File: config.mk
export PLATFORM = sky130hd
export DESIGN_NAME = psc_cell
export DESIGN_NICKNAME = d
export VERILOG_FILES = /design/src/sv/assert_macros.svh /design/src/sv/psc_pkg.sv /design/src/sv/psc_cell.sv
export SDC_FILE = /design/constraint.sdc
export NUM_CORES = 1
export LEC_CHECK = 0
export ABC_AREA = 1
export ABC_CLOCK_PERIOD_IN_PS = 8600
export BUFFER_PORTS_ARGS = -buffer_cell sky130_fd_sc_hd__buf_2
export CORE_UTILIZATION = 45
export DETAILED_ROUTE_END_ITERATION = 10
export HOLD_SLACK_MARGIN = 0.08
export PLACE_DENSITY_LB_ADDON = 0.15
export SKIP_LAST_GASP = 1
export SYNTH_ARGS = -nofsm -noshare
export SYNTH_HDL_FRONTEND = slang
export SYNTH_SLANG_ARGS = --single-unit
File: constraint.sdc
create_clock -name clock -period 8.6 [get_ports clock]
set_clock_uncertainty 0.2 [all_clocks]
set_input_delay 1.72 -clock clock [delete_from_list [all_inputs] [get_ports clock]]
set_output_delay 1.72 -clock clock [all_outputs]
set_load 0.01 [all_outputs]
File: src/sv/assert_macros.svh
// Assertion macros shared by the RTL of the pursuit steering controller.
`ifndef ASSERT_MACROS_SVH
`define ASSERT_MACROS_SVH

// Same-cycle implication, sampled on clock, off while reset is high.
`define PSC_ASSERT_IMPL(lbl, ante, cons, msg) \
   lbl: assert property (@(posedge clock) disable iff (reset) (ante) |-> (cons)) else $error(msg);

// Next-cycle implication, sampled on clock, off while reset is high.
`define PSC_ASSERT_NEXT(lbl, ante, cons, msg) \
   lbl: assert property (@(posedge clock) disable iff (reset) (ante) |=> (cons)) else $error(msg);

`endif

File: src/sv/psc_pkg.sv
// Shared types, widths, register codes and angle constants of the steering controller.
package psc_pkg;

   localparam int CORDIC_STAGES_DEF = 16;
   localparam int SQRT_STEPS        = 17;

   localparam int POS_W   = 16;
   localparam int DIFF_W  = 17;
   localparam int HEAD_W  = 16;
   localparam int CW      = 36;   // CORDIC x/y, 16 guard bits
   localparam int ZW      = 28;   // CORDIC angle, Q.24
   localparam int ERR_W   = 30;   // heading error, Q.24
   localparam int NW      = 34;   // squared distance
   localparam int QW      = 17;   // root
   localparam int RW      = 19;   // root remainder
   localparam int GAIN_W  = 12;
   localparam int STOP_W  = 15;
   localparam int SPEED_W = 15;
   localparam int RATE_W  = 16;
   localparam int CSR_IDX_W = 2;

   localparam logic [CSR_IDX_W-1:0] REG_LINEAR_GAIN   = 2'd0;
   localparam logic [CSR_IDX_W-1:0] REG_ANGULAR_GAIN  = 2'd1;
   localparam logic [CSR_IDX_W-1:0] REG_STOP_DISTANCE = 2'd2;

   localparam logic [GAIN_W-1:0] LINEAR_GAIN_RST   = 12'd128;
   localparam logic [GAIN_W-1:0] ANGULAR_GAIN_RST  = 12'd1024;
   localparam logic [STOP_W-1:0] STOP_DISTANCE_RST = 15'd205;

   localparam logic signed [ZW-1:0]    ANG_HALF_PI = 28'sd26353589;
   localparam logic signed [ERR_W-1:0] ANG_PI      = 30'sd52707179;
   localparam logic signed [ERR_W-1:0] ANG_TWO_PI  = 30'sd105414357;

   typedef struct packed {
      logic signed [CW-1:0]     x;
      logic signed [CW-1:0]     y;
      logic signed [ZW-1:0]     z;
      logic signed [HEAD_W-1:0] head;
      logic [NW-1:0]            n;
      logic [RW-1:0]            rem;
      logic [QW-1:0]            root;
      logic                     moving;
   } lane_type;

   // Rounded Q.24 arctangent of 2^-idx.
   function automatic logic signed [ZW-1:0] atan_entry(input int idx);
      logic signed [ZW-1:0] v;
      case (idx)
         0:  v = 28'sd13176795;
         1:  v = 28'sd7778716;
         2:  v = 28'sd4110060;
         3:  v = 28'sd2086331;
         4:  v = 28'sd1047214;
         5:  v = 28'sd524117;
         6:  v = 28'sd262123;
         7:  v = 28'sd131069;
         8:  v = 28'sd65536;
         9:  v = 28'sd32768;
         10: v = 28'sd16384;
         11: v = 28'sd8192;
         12: v = 28'sd4096;
         13: v = 28'sd2048;
         14: v = 28'sd1024;
         15: v = 28'sd512;
         16: v = 28'sd256;
         17: v = 28'sd128;
         18: v = 28'sd64;
         19: v = 28'sd32;
         20: v = 28'sd16;
         21: v = 28'sd8;
         22: v = 28'sd4;
         23: v = 28'sd2;
         default: v = '0;
      endcase
      return v;
   endfunction

endpackage

File: src/sv/psc_cell.sv
// One cell of the chain: a CORDIC vectoring step and a root digit step, registered.
module psc_cell
   import psc_pkg::*;
#(
   parameter int IDX           = 0,
   parameter int CORDIC_STAGES = CORDIC_STAGES_DEF
) (
   input  logic     clock,
   input  logic     reset,
   input  logic     advance,
   input  logic     up_valid,
   input  lane_type up_lane,
   output logic     dn_valid,
   output lane_type dn_lane
);

   logic signed [CW-1:0] x_nx;
   logic signed [CW-1:0] y_nx;
   logic signed [ZW-1:0] z_nx;
   logic [RW-1:0]        rem_nx;
   logic [QW-1:0]        root_nx;
   logic                 valid_ff;
   lane_type             lane_ff;
   lane_type             lane_in;

   generate
      if (IDX < CORDIC_STAGES) begin : g_rot
         localparam logic signed [ZW-1:0] ATAN = atan_entry(IDX);
         logic signed [CW-1:0] x_sh;
         logic signed [CW-1:0] y_sh;
         always_comb begin
            x_sh = up_lane.x >>> IDX;
            y_sh = up_lane.y >>> IDX;
            if (!up_lane.y[CW-1]) begin
               x_nx = up_lane.x + y_sh;
               y_nx = up_lane.y - x_sh;
               z_nx = up_lane.z + ATAN;
            end else begin
               x_nx = up_lane.x - y_sh;
               y_nx = up_lane.y + x_sh;
               z_nx = up_lane.z - ATAN;
            end
         end
      end else begin : g_rot_pass
         assign x_nx = up_lane.x;
         assign y_nx = up_lane.y;
         assign z_nx = up_lane.z;
      end

      if (IDX < SQRT_STEPS) begin : g_root
         logic [RW+1:0] rem_sh;
         logic [RW+1:0] trial;
         always_comb begin
            rem_sh = {up_lane.rem, up_lane.n[NW-1-2*IDX -: 2]};
            trial  = {{(RW-QW){1'b0}}, up_lane.root, 2'b01};
            if (rem_sh >= trial) begin
               rem_nx  = RW'(rem_sh - trial);
               root_nx = {up_lane.root[QW-2:0], 1'b1};
            end else begin
               rem_nx  = RW'(rem_sh);
               root_nx = {up_lane.root[QW-2:0], 1'b0};
            end
         end
      end else begin : g_root_pass
         assign rem_nx  = up_lane.rem;
         assign root_nx = up_lane.root;
      end
   endgenerate

   always_comb begin
      lane_in      = up_lane;
      lane_in.x    = x_nx;
      lane_in.y    = y_nx;
      lane_in.z    = z_nx;
      lane_in.rem  = rem_nx;
      lane_in.root = root_nx;
   end

   always_ff @(posedge clock) begin
      if (reset) begin
         valid_ff <= 1'b0;
      end else if (advance) begin
         valid_ff <= up_valid;
      end
   end

   always_ff @(posedge clock) begin
      if (advance) begin
         lane_ff <= lane_in;
      end
   end

   assign dn_valid = valid_ff;
   assign dn_lane  = lane_ff;

endmodule

### After elaboration in Yosys (flattened, before gate mapping)

Index checks and enable logic that the tools add are counted.
Widths: inputs -> output; s select.

| storage, ports and cells | value |
|---|---|
| bits in registers | 188 |
| output and inout bits | 188 |
| input port bits | 191 |
| logic and storage cells | 21 |

| cells by class | value |
|---|---|
| mux-type cells | 5 |
| add/subtract/negate cells | 6 |
| order comparisons | 1 |

Operators with widths:

| kind | number |
|---|---|
| $mux 36 | 2 |
| $sub 36x36->36 | 2 |
| $add 36x36->36 | 1 |
| $add 28x25->28 const B | 1 |
| $mux 28 | 1 |
| $sub 28x25->28 const B | 1 |
| $ge 21x19->1 | 1 |
| $mux 19 | 1 |
| $sub 19x19->19 | 1 |
| $mux 1 | 1 |

### Depth between registers and ports, before layout

Gate-level depths: netlist of run 1.

| logic depth | value |
|---|---|
| word-level depth | 2 |
| depth in mapped cells | 17 |
| depth with buffers taken out | 17 |

### Least setup slack after synthesis of run 1

No wires, ideal clock.

| timing | value |
|---|---|
| path type | input to register |
| start | input up_lane[150] (netlist bit) |
| end | register lane_ff, in the netlist dn_lane[111] (data pin) |
| data required time | 8.140 ns |
| stages | 11 |
| path buffers | 2 |
| slack | 4.471 ns |
| arrival | 3.669 ns |
| setup time | 0.260 ns |
| path through | clkbuf_1 > inv_2 > buf_2 > ha_1 > a21oi_1 > nand2_1 > a21oi_1 > o21bai_1 > nand3_1 > nand3_1 > xor2_1 |

| between the ends | value |
|---|---|
| longest elaborated chain between the ends | 1 |

RTL lines:

| what | RTL line | source |
|---|---|---|
| start: declaration | psc_cell.sv:12 | `input lane_type up_lane,` |
| $mux 28 | psc_cell.sv:34 | `if (!up_lane.y[CW-1]) begin` |
| net z_nx[24] | psc_cell.sv:19 | `logic signed [ZW-1:0] z_nx;` |
| end signal: assignment | psc_cell.sv:89 | `lane_ff <= lane_in;` |
| end: declaration | psc_cell.sv:23 | `lane_type lane_ff;` |

The timed path passes the listed nets, and every way through them passes these cells.
A chain may end at the register's enable or synchronous reset.

### Final worst setup path of run 1

| timing | value |
|---|---|
| start | input up_lane[150] (netlist bit) |
| end | register lane_ff, in the netlist dn_lane[104] (data pin) |

Same word-level chain as after synthesis.

==> impl_metrics.ini, run 1 <==
[die]
start_util_pct = 45.8
io_pins = 379
fp.coreArea_um2 = 35600
die_w_um = 192
die_y_um = 192
dieArea_um2 = 37000
rows = 69

[synthesis]
ys_ff_latch = 187
synth.avg_cell_area_um2 = 7.40
yosysTopAreaCellShare_pct = 34.3
syn-num-nets = 2547
netlist_area_um2 = 16300
ys.flop_type = edfxtp_1
synth_area_leaders = edfxtp_1 34%, nand2_1 13%, ha_1 12%, inv_1 7.0%, a21oi_1 5.5%
async_flop_share_pct = 0
synth.cells.most_frequent = 568 x nand2_1, 303 x inv_1, 204 x nor2_1
yosysWarnings = 0
netlist_instances = 2202
synth.most_common_cell = nand2_1
synth_area_leader_cell = edfxtp_1
ys_types = 49
synth-edff-count = 186
yosysSeqAreaShare_pct = 34.4

[clock_tree]
cts_tree = built
clock-root-buffer = clkbuf_16
clock_sinks = 187
post_cts.repair.setup_buffers = 0
numCtsBuffers = 17
clockBufferDepth = 2
path_clk_slew_ns = 0.08
hold_buffers = 0
post_cts_resized = 0
clk_latency_ns = 0.45
htree_levels = 4

[placement]
io_buffers = 378
post-place-ws_ns = 3.93
gp_congestion = 0.982
hpwl_um = 44600
placed_cells = 2996

[grt]
antenna_found_initial = 1
grt_pass1_wl_um = 81700
grtUsageTotal_pct = 28.9
grt_start_max_net_pins = 84
grt_overflow_total = 0
grt_pass1_vias = 15466

[detailed_routing]
highest_layer = met4
drc = 0
wl_um = 54100
ant_nets = 0
dr.first_iter.drc_count = 1223
via_per_inst = 5.32
firstDrtPassIters = 6
met2_length_um = 25600
m1WireLength_um = 22700
wl_per_cell_um = 17.9
num_vias = 16109
routed-wl-met3_um = 4050

[status]
status = completed

[worst_setup_path]
start_kind = input pin
cp.required_ns = 8.61
critical_path_class = input pin to register
critPathArrivalTime_ns = 4.26
endpoint_kind = register
cp_max_fo = 83

[sta]
hold_ws_ns = 0.298
hold_violations = 0
finalCritPeriodShare_pct = 49.4
fmax_mhz = 235
tns_ns = 0
worst_pin_slew_ns = 1.06
post-route-min-period_ns = 4.25
drv_slew = 0
rsz0062_at_grt = false
fin_ws_ns = 4.35
setup_viol = 0
slew_headroom_pct = 29.5

[cells_and_area]
instances_no_fill = 3029
drive_above_1_share_pct = 19.2
syn2layout_area_growth_pct = 16.8
nets = 2899
num-fill-cells = 3555

[power]
p_leak_nw = 9.50
p_clk_share_pct = 26.6
comb_power_share_pct = 34.7
finalPower_mw = 3.06
ir_drop_mv = 0.166
p_int_mw = 1.92
power.net_switching_mw = 1.14
power_frac_seq_pct = 38.7
p_per_area_nw_per_um2 = 160
p_sw_share_pct = 37.1

[worst_hold_path]
holdCritPathClass = register to register

[run]
cap_violations = 0
-- cells in the final DEF (no fill, tap or decap), drive strengths merged, types with 3 or more instances in the layout --
cell | synthesis | routed
o21a | 4 | 4
ha | 150 | 150
nor2 | 226 | 226
a21oi | 188 | 188
nand3 | 162 | 162
nor3 | 31 | 31
a31oi | 5 | 5
nor4 | 3 | 3
xnor2 | 19 | 19
nand2 | 584 | 584
o22ai | 7 | 7
clkbuf | 7 | 19
a21o | 16 | 16
fa | 4 | 4
xor2 | 57 | 57
clkinv | 0 | 4
nand4 | 19 | 19
o21bai | 18 | 18
edfxtp | 186 | 186
a21boi | 5 | 5
nand3b | 6 | 6
and2 | 6 | 6
o21ai | 128 | 128
inv | 315 | 322
buf | 42 | 382
or2 | 6 | 6
o211ai | 4 | 4
-- power by group through the flow --
stage / logic, mW / registers (mW) / clock network [mW]
3_3_place_gp: 1.04 / 1.20 / 0
3_5_place_dp: 1.04 / 1.21 / 0
2_1_floorplan: 0.597 / 1.26 / 0
4_1_cts: 1.05 / 1.19 / 0.830
5_1_grt: 1.17 / 1.19 / 0.865
6_report: 1.06 / 1.18 / 0.813
-- cell type report --
cell class                 count  area, um2  area share, %
clock buffer                  19        433           2.27
multi-input combinational   1651       9160           48.1
tap                          461        577           3.03
antenna                        1       2.50         0.0131
timing repair buffer         382       1930           10.1
inverter                     315       1180           6.21
sequential                   187       5610           29.4
clock inverter                13        151          0.795
-- logic make-up after synthesis --
logic type	after synthesis	synth area share [%]
flip-flops	187	34.4
adder cells (fa/ha/maj)	154	12.0
AO/OA/AOI/OAI	377	12.8
XOR/XNOR	76	4.08
multiplexers	1	0.0614
AND/OR/NAND/NOR	1043	27.2
buffers and inverters	364	9.42
-- worst max-delay path, stage by stage --
cell     delay [ns]
buf_2          0.10
buf_4          0.75
ha_1           0.45
a21oi_1        0.21
o21ai_2        0.11
a21oi_1        0.36
o21ai_1        0.21
nand3_1        0.12
nand2_1        0.07
xor2_1         0.15
-- worst paths after layout --
kind                     start  slack (ns)  cells after the start      endpoint
setup reg to reg      dn_valid        7.82                      2      dn_valid
hold reg to reg       dn_valid        0.30                      2      dn_valid
setup / recovery  up_lane[150]        4.35                     10  dn_lane[104]
hold / removal        dn_valid        0.30                      2      dn_valid
-- metal layers --
layer,global-route usage [%],up-vias
met5,0,-
met4,10.4,0
met3,4.18,87
met2,50.1,673
met1,36.4,7428
li1,-,7921
-- sequential cells by signal (all words and copies together), names as in the netlist --
register,flops
dn_lane,186
dn_valid,1
-- per-stage QoR --
stage	cell area (um2)	util, %
floorplan	16300	-
global placement	18500	51.9
detailed placement	18500	51.9
CTS	19000	53.5
global route	19000	53.5
finish	19000	53.5
Power figures use the tool's default switching activity.
==> run 2, diff against run 1 <==
--- a/config.mk
+++ b/config.mk
@@ -6,7 +6,7 @@
 export NUM_CORES = 1
 export LEC_CHECK = 0
 export ABC_AREA = 1
-export ABC_CLOCK_PERIOD_IN_PS = 8600
+export ABC_CLOCK_PERIOD_IN_PS = 4200
 export BUFFER_PORTS_ARGS = -buffer_cell sky130_fd_sc_hd__buf_2
 export CORE_UTILIZATION = 45
 export DETAILED_ROUTE_END_ITERATION = 10
==> constraint.sdc (replaced) <==
create_clock -name clock -period 4.2 [get_ports clock]
set_clock_uncertainty 0.2 [all_clocks]
set_input_delay 0.84 -clock clock [delete_from_list [all_inputs] [get_ports clock]]
set_output_delay 0.84 -clock clock [all_outputs]
set_load 0.01 [all_outputs]
==> run 2 against run 1 <==
Compared with the run above: clock-buffer cell count decreased by 2; design area rose by 0.86%; via count barely moved.
==> impl_metrics.ini, run 2 (synthesis results as in run 1) <==
[status]
status = completed

[sta]
worst_pin_slew_ns = 0.859
finalCritPeriodShare_pct = 75.4
post-route-min-period_ns = 3.17
tns_ns = 0
slew_headroom_pct = 42.7
setup_viol = 0
drv_slew = 0
fmax_mhz = 316
hold_violations = 0
rsz0062_at_grt = false
hold_ws_ns = 0.314

[placement]
io_buffers = 378
hpwl_um = 46100
gp_congestion = 0.993

[detailed_routing]
wl_um = 55800
via_per_inst = 5.30
dr.first_iter.drc_count = 1063
wl_per_cell_um = 18.3
firstDrtPassIters = 9
drc = 0
ant_nets = 0
num_vias = 16113

[die]
die_w_um = 192
dieArea_um2 = 37000
fp.coreArea_um2 = 35600
rows = 69
die_y_um = 192
io_pins = 379
start_util_pct = 45.8

[cells_and_area]
drive_above_1_share_pct = 19.6
num-fill-cells = 3516
final_cell_mix = 568 x nand2_1, 377 x buf_2, 303 x inv_1, 204 x nor2_1, 186 x edfxtp_1
layout_commonest_cell = nand2_1
largest_register_ffs = 186
nets = 2909
syn2layout_area_growth_pct = 17.8

[worst_setup_path]
start_kind = input pin
critical_path_class = input pin to register
crit_top_cell = nand2_1
cp_max_fo = 5
critPathBufInv = 2
critPathArrivalTime_ns = 3.20
slowest_stage = fa_1
cp_top_family = compound AO/OA/AOI/OAI gates
crit_chain = buf_2, inv_1, ha_1, fa_1, o21ai_2, a21oi_1, o21ai_1, nand2_1, nand2_1, nand2_1, nand3_1, nand2_1
max_stage_delay_ns = 0.58
endpoint_kind = register
cp.required_ns = 4.23

[clock_tree]
clock-root-buffer = clkbuf_16
post_cts.repair.setup_buffers = 0
clockBufferDepth = 2
numCtsBuffers = 17
htree_levels = 4
clk_latency_ns = 0.45
path_clk_slew_ns = 0.09
post_cts_resized = 0
hold_buffers = 0
cts_tree = built
clock_sinks = 187

[power]
p_per_area_nw_per_um2 = 333
finalPower_mw = 6.39
p_leak_nw = 9.59
ir_drop_mv = 0.315

[grt]
grt_pass1_vias = 15630
grtUsageTotal_pct = 29.7
grt_start_max_net_pins = 76
antenna_found_initial = 2
grt_pass1_wl_um = 83400
grt_overflow_total = 0

[run]
cap_violations = 0

[worst_hold_path]
holdCritPathClass = register to register
-- run 2: stage by stage --
stage	cell area (um2)	cells	setup slack, ns	utilization, %
CTS	19200	3038	1.08	54.0
finish	19200	3040	1.03	54.0
global placement	18600	3006	0.588	52.2
detailed placement	18600	3006	0.593	52.2
floorplan	16300	2202	0.951	-
global route	19200	3039	0.946	54.0
-- run 2: path summary, 6_finish.rpt --
check / startpoint / to / slack [ns] / cells after the start
setup / recovery: up_lane[151] / dn_lane[173] / 1.03 / 12
hold / removal: dn_valid / dn_valid / 0.31 / 2
setup reg to reg: dn_valid / dn_valid / 3.39 / 2
hold reg to reg: dn_valid / dn_valid / 0.31 / 2
-- run 2: layer usage --
layer	wire length (um)	share of wire (%)	vias to the layer above	GRT usage (%)
li1	-	-	7954	-
met1	23900	43	7440	37.5
met2	26800	48	640	52.1
met3	3540	6.3	77	3.49
met4	1480	2.6	2	10.4
met5	17	0.030	-	0
-- run 2: area by class of cell --
| cell class | count | area (um2) | share of cell area, % |
|---|---|---|---|
| inverters | 315 | 1180 | 6.16 |
| diodes | 2 | 5.00 | 0.0261 |
| clock inverters | 15 | 220 | 1.15 |
| flip-flops and latches | 187 | 5610 | 29.2 |
| well taps | 461 | 577 | 3.00 |
| clock buffers | 17 | 425 | 2.21 |
| repair buffers | 392 | 2030 | 10.6 |
| multi-input cells | 1651 | 9160 | 47.7 |
-- run 2: power breakdown --
group          total (mW)  switching (mW)  internal [mW]
Combinational        2.22            1.47          0.746
Sequential           2.41          0.0590           2.35
Clock                1.77           0.888          0.878
Total                6.39            2.42           3.97
-- run 2: worst reg2reg max path, stage by stage (launching register included) --
cell,delay [ns]
dfxtp_1,0.31
mux2i_1,0.14
nor2_1,0.05
==> run 3, diff against run 2 <==
--- a/config.mk
+++ b/config.mk
@@ -6,7 +6,7 @@
 export NUM_CORES = 1
 export LEC_CHECK = 0
 export ABC_AREA = 1
-export ABC_CLOCK_PERIOD_IN_PS = 4200
+export ABC_CLOCK_PERIOD_IN_PS = 2600
 export BUFFER_PORTS_ARGS = -buffer_cell sky130_fd_sc_hd__buf_2
 export CORE_UTILIZATION = 45
 export DETAILED_ROUTE_END_ITERATION = 10
==> constraint.sdc (replaced) <==
create_clock -name clock -period 2.6 [get_ports clock]
set_clock_uncertainty 0.2 [all_clocks]
set_input_delay 0.52 -clock clock [delete_from_list [all_inputs] [get_ports clock]]
set_output_delay 0.52 -clock clock [all_outputs]
set_load 0.01 [all_outputs]
==> run 3 against run 2 <==
Compared with the run above: sequential power rose by 62%; highest routed layer unchanged; die area did not move; utilization rose by 11 points; critical endpoint is now dn_lane[30]; clock power rose by 56%; critical path type unchanged; design area rose by 20%; cell count rose by 14%; non-clock buffer count rose by 438; sequential share of layout area fell by 4.8 points; first-iteration DRC count rose by 7.9%.
==> impl_metrics.ini, run 3 (synthesis results as in run 1) <==
[status]
status = completed

[die]
io_pins = 379
die_y_um = 192
die_w_um = 192
start_util_pct = 45.8
dieArea_um2 = 37000
rows = 69
fp.coreArea_um2 = 35600

[detailed_routing]
firstDrtPassIters = 6
via_per_inst = 5.17
wl_per_cell_um = 17.3
drc = 0
ant_nets = 0
wl_um = 60000
dr.first_iter.drc_count = 1147
num_vias = 17978

[cells_and_area]
syn2layout_area_growth_pct = 41.2
final_util_pct = 64.7
largest_register_ffs = 186
num-fill-cells = 3130
nets = 3347
drive_above_1_share_pct = 30.9
layout_commonest_cell = nand2_1
final_cell_mix = 559 x nand2_1, 383 x buf_4, 370 x buf_2, 296 x inv_1, 195 x nor2_1

[grt]
antenna_found_initial = 2
grt_overflow_total = 0
grt_pass1_wl_um = 89200
grt_start_max_net_pins = 73
grt_pass1_vias = 17362
grtUsageTotal_pct = 31.5

[worst_setup_path]
critical_path_class = input pin to register
crit_end = dn_lane[30]
max_stage_delay_ns = 0.58
cp_max_fo = 6
cp.depth = 11
critPathBufInv = 4
cp.required_ns = 2.61
endpoint_kind = register
start_kind = input pin
cp_top_family = buffers and inverters
slowest_stage = dlygate4sd3_1
reg2reg_from = dn_valid
crit_chain = dlygate4sd3_1, inv_2, ha_4, nand2_2, inv_1, a21boi_4, nand3b_4, nand4_4, buf_12, nor2_1, a21oi_1
critPathLaunch = up_lane[2]
rr_worst_depth = 2
r2r_end = dn_valid
r2r_slack_ns = 1.82
critPathArrivalTime_ns = 2.60

[clock_tree]
numCtsBuffers = 17
clock-root-buffer = clkbuf_16
cts_tree = built
clock_sinks = 187
path_clk_slew_ns = 0.07
htree_levels = 4
clockBufferDepth = 2
clk_latency_ns = 0.45

[sta]
finalCritPeriodShare_pct = 99.5
fmax_mhz = 386
worst_pin_slew_ns = 0.900
post-route-min-period_ns = 2.59
setup_viol = 0
slew_headroom_pct = 40.0
hold_violations = 0
drv_slew = 0
fin_ws_ns = 0.0118

[placement]
post-place-ws_ns = -0.440
gp_congestion = 0.973
io_buffers = 378
hpwl_um = 48500

[worst_hold_path]
holdCritPathClass = input pin to register

[power]
p_per_area_nw_per_um2 = 482
p_leak_nw = 11.7
ir_drop_mv = 0.483

[run]
cap_violations = 0
-- run 3: cell count changes in the layout (fill, tap and decap cells not counted), moves of 9 or more --
cell | previous run | this run
buf_4 | 12 | 383
dlygate4sd3_1 | 0 | 60
ha_1 | 150 | 135
nand2_1 | 568 | 559
nor2_1 | 204 | 195
-- run 3: per-stage QoR --
step	cells	power, mW	hold slack [ns]	TNS [ns]	instance area [um2]
finish	3477	11.1	0.105	0	23000
global route	3476	11.7	0.0850	-0.247	23000
CTS	3475	11.0	0.0900	0	22700
detailed placement	3378	8.16	0.285	-15.29	21400
global placement	3378	8.11	0.271	-13.12	21400
floorplan	2202	6.15	0.328	0	16400
-- run 3: layer usage --
layer  wire (um)  vias to the layer above  track usage [%]
li1            -                     8824                -
met1       25100                     8356             39.1
met2       29200                      701             55.9
met3        3960                       95             4.06
met4        1680                        2             10.5
met5          13                        -                0
-- run 3: final cells by class --
| cell class | instances | area (um2) | share of cell area [%] |
|---|---|---|---|
| multi-input cells | 1651 | 9410 | 40.9 |
| repair buffers | 830 | 5630 | 24.4 |
| flip-flops and latches | 187 | 5610 | 24.4 |
| inverters | 315 | 1180 | 5.14 |
| well taps | 461 | 577 | 2.51 |
| clock buffers | 17 | 425 | 1.85 |
| clock inverters | 15 | 190 | 0.826 |
| diodes | 1 | 2.50 | 0.0109 |
-- run 3: what timing repair did --
| item | CTS | global route |
|---|---|---|
| endpoints found under the setup margin | 0 | 38 |
| buffers inserted | 0 | 4 |
| hold buffers | 65 | 0 |
| resized for setup | 0 | 61 |
| endpoints found under the hold margin | 65 | 0 |
-- run 3: report_power, final --
| group | switching, mW | total, mW | internal, mW | leakage (nW) |
|---|---|---|---|---|
| clock | 1.45 | 2.77 | 1.32 | 0.294 |
| sequential | 0.118 | 3.91 | 3.80 | 1.83 |
| combinational | 2.53 | 4.42 | 1.88 | 9.62 |
| total | 4.10 | 11.1 | 7.00 | 11.7 |
-- run 3: how the worst min path moves through the flow --
stage                     from          to  slack (ns)  cells after the start
detailed placement    dn_valid    dn_valid        0.29                      2
global placement      dn_valid    dn_valid        0.27                      2
finish              up_lane[6]  dn_lane[7]        0.11                      1
global route        up_lane[6]  dn_lane[7]        0.09                      1
floorplan             dn_valid    dn_valid        0.33                      2
CTS                 up_lane[4]  dn_lane[5]        0.09                      1
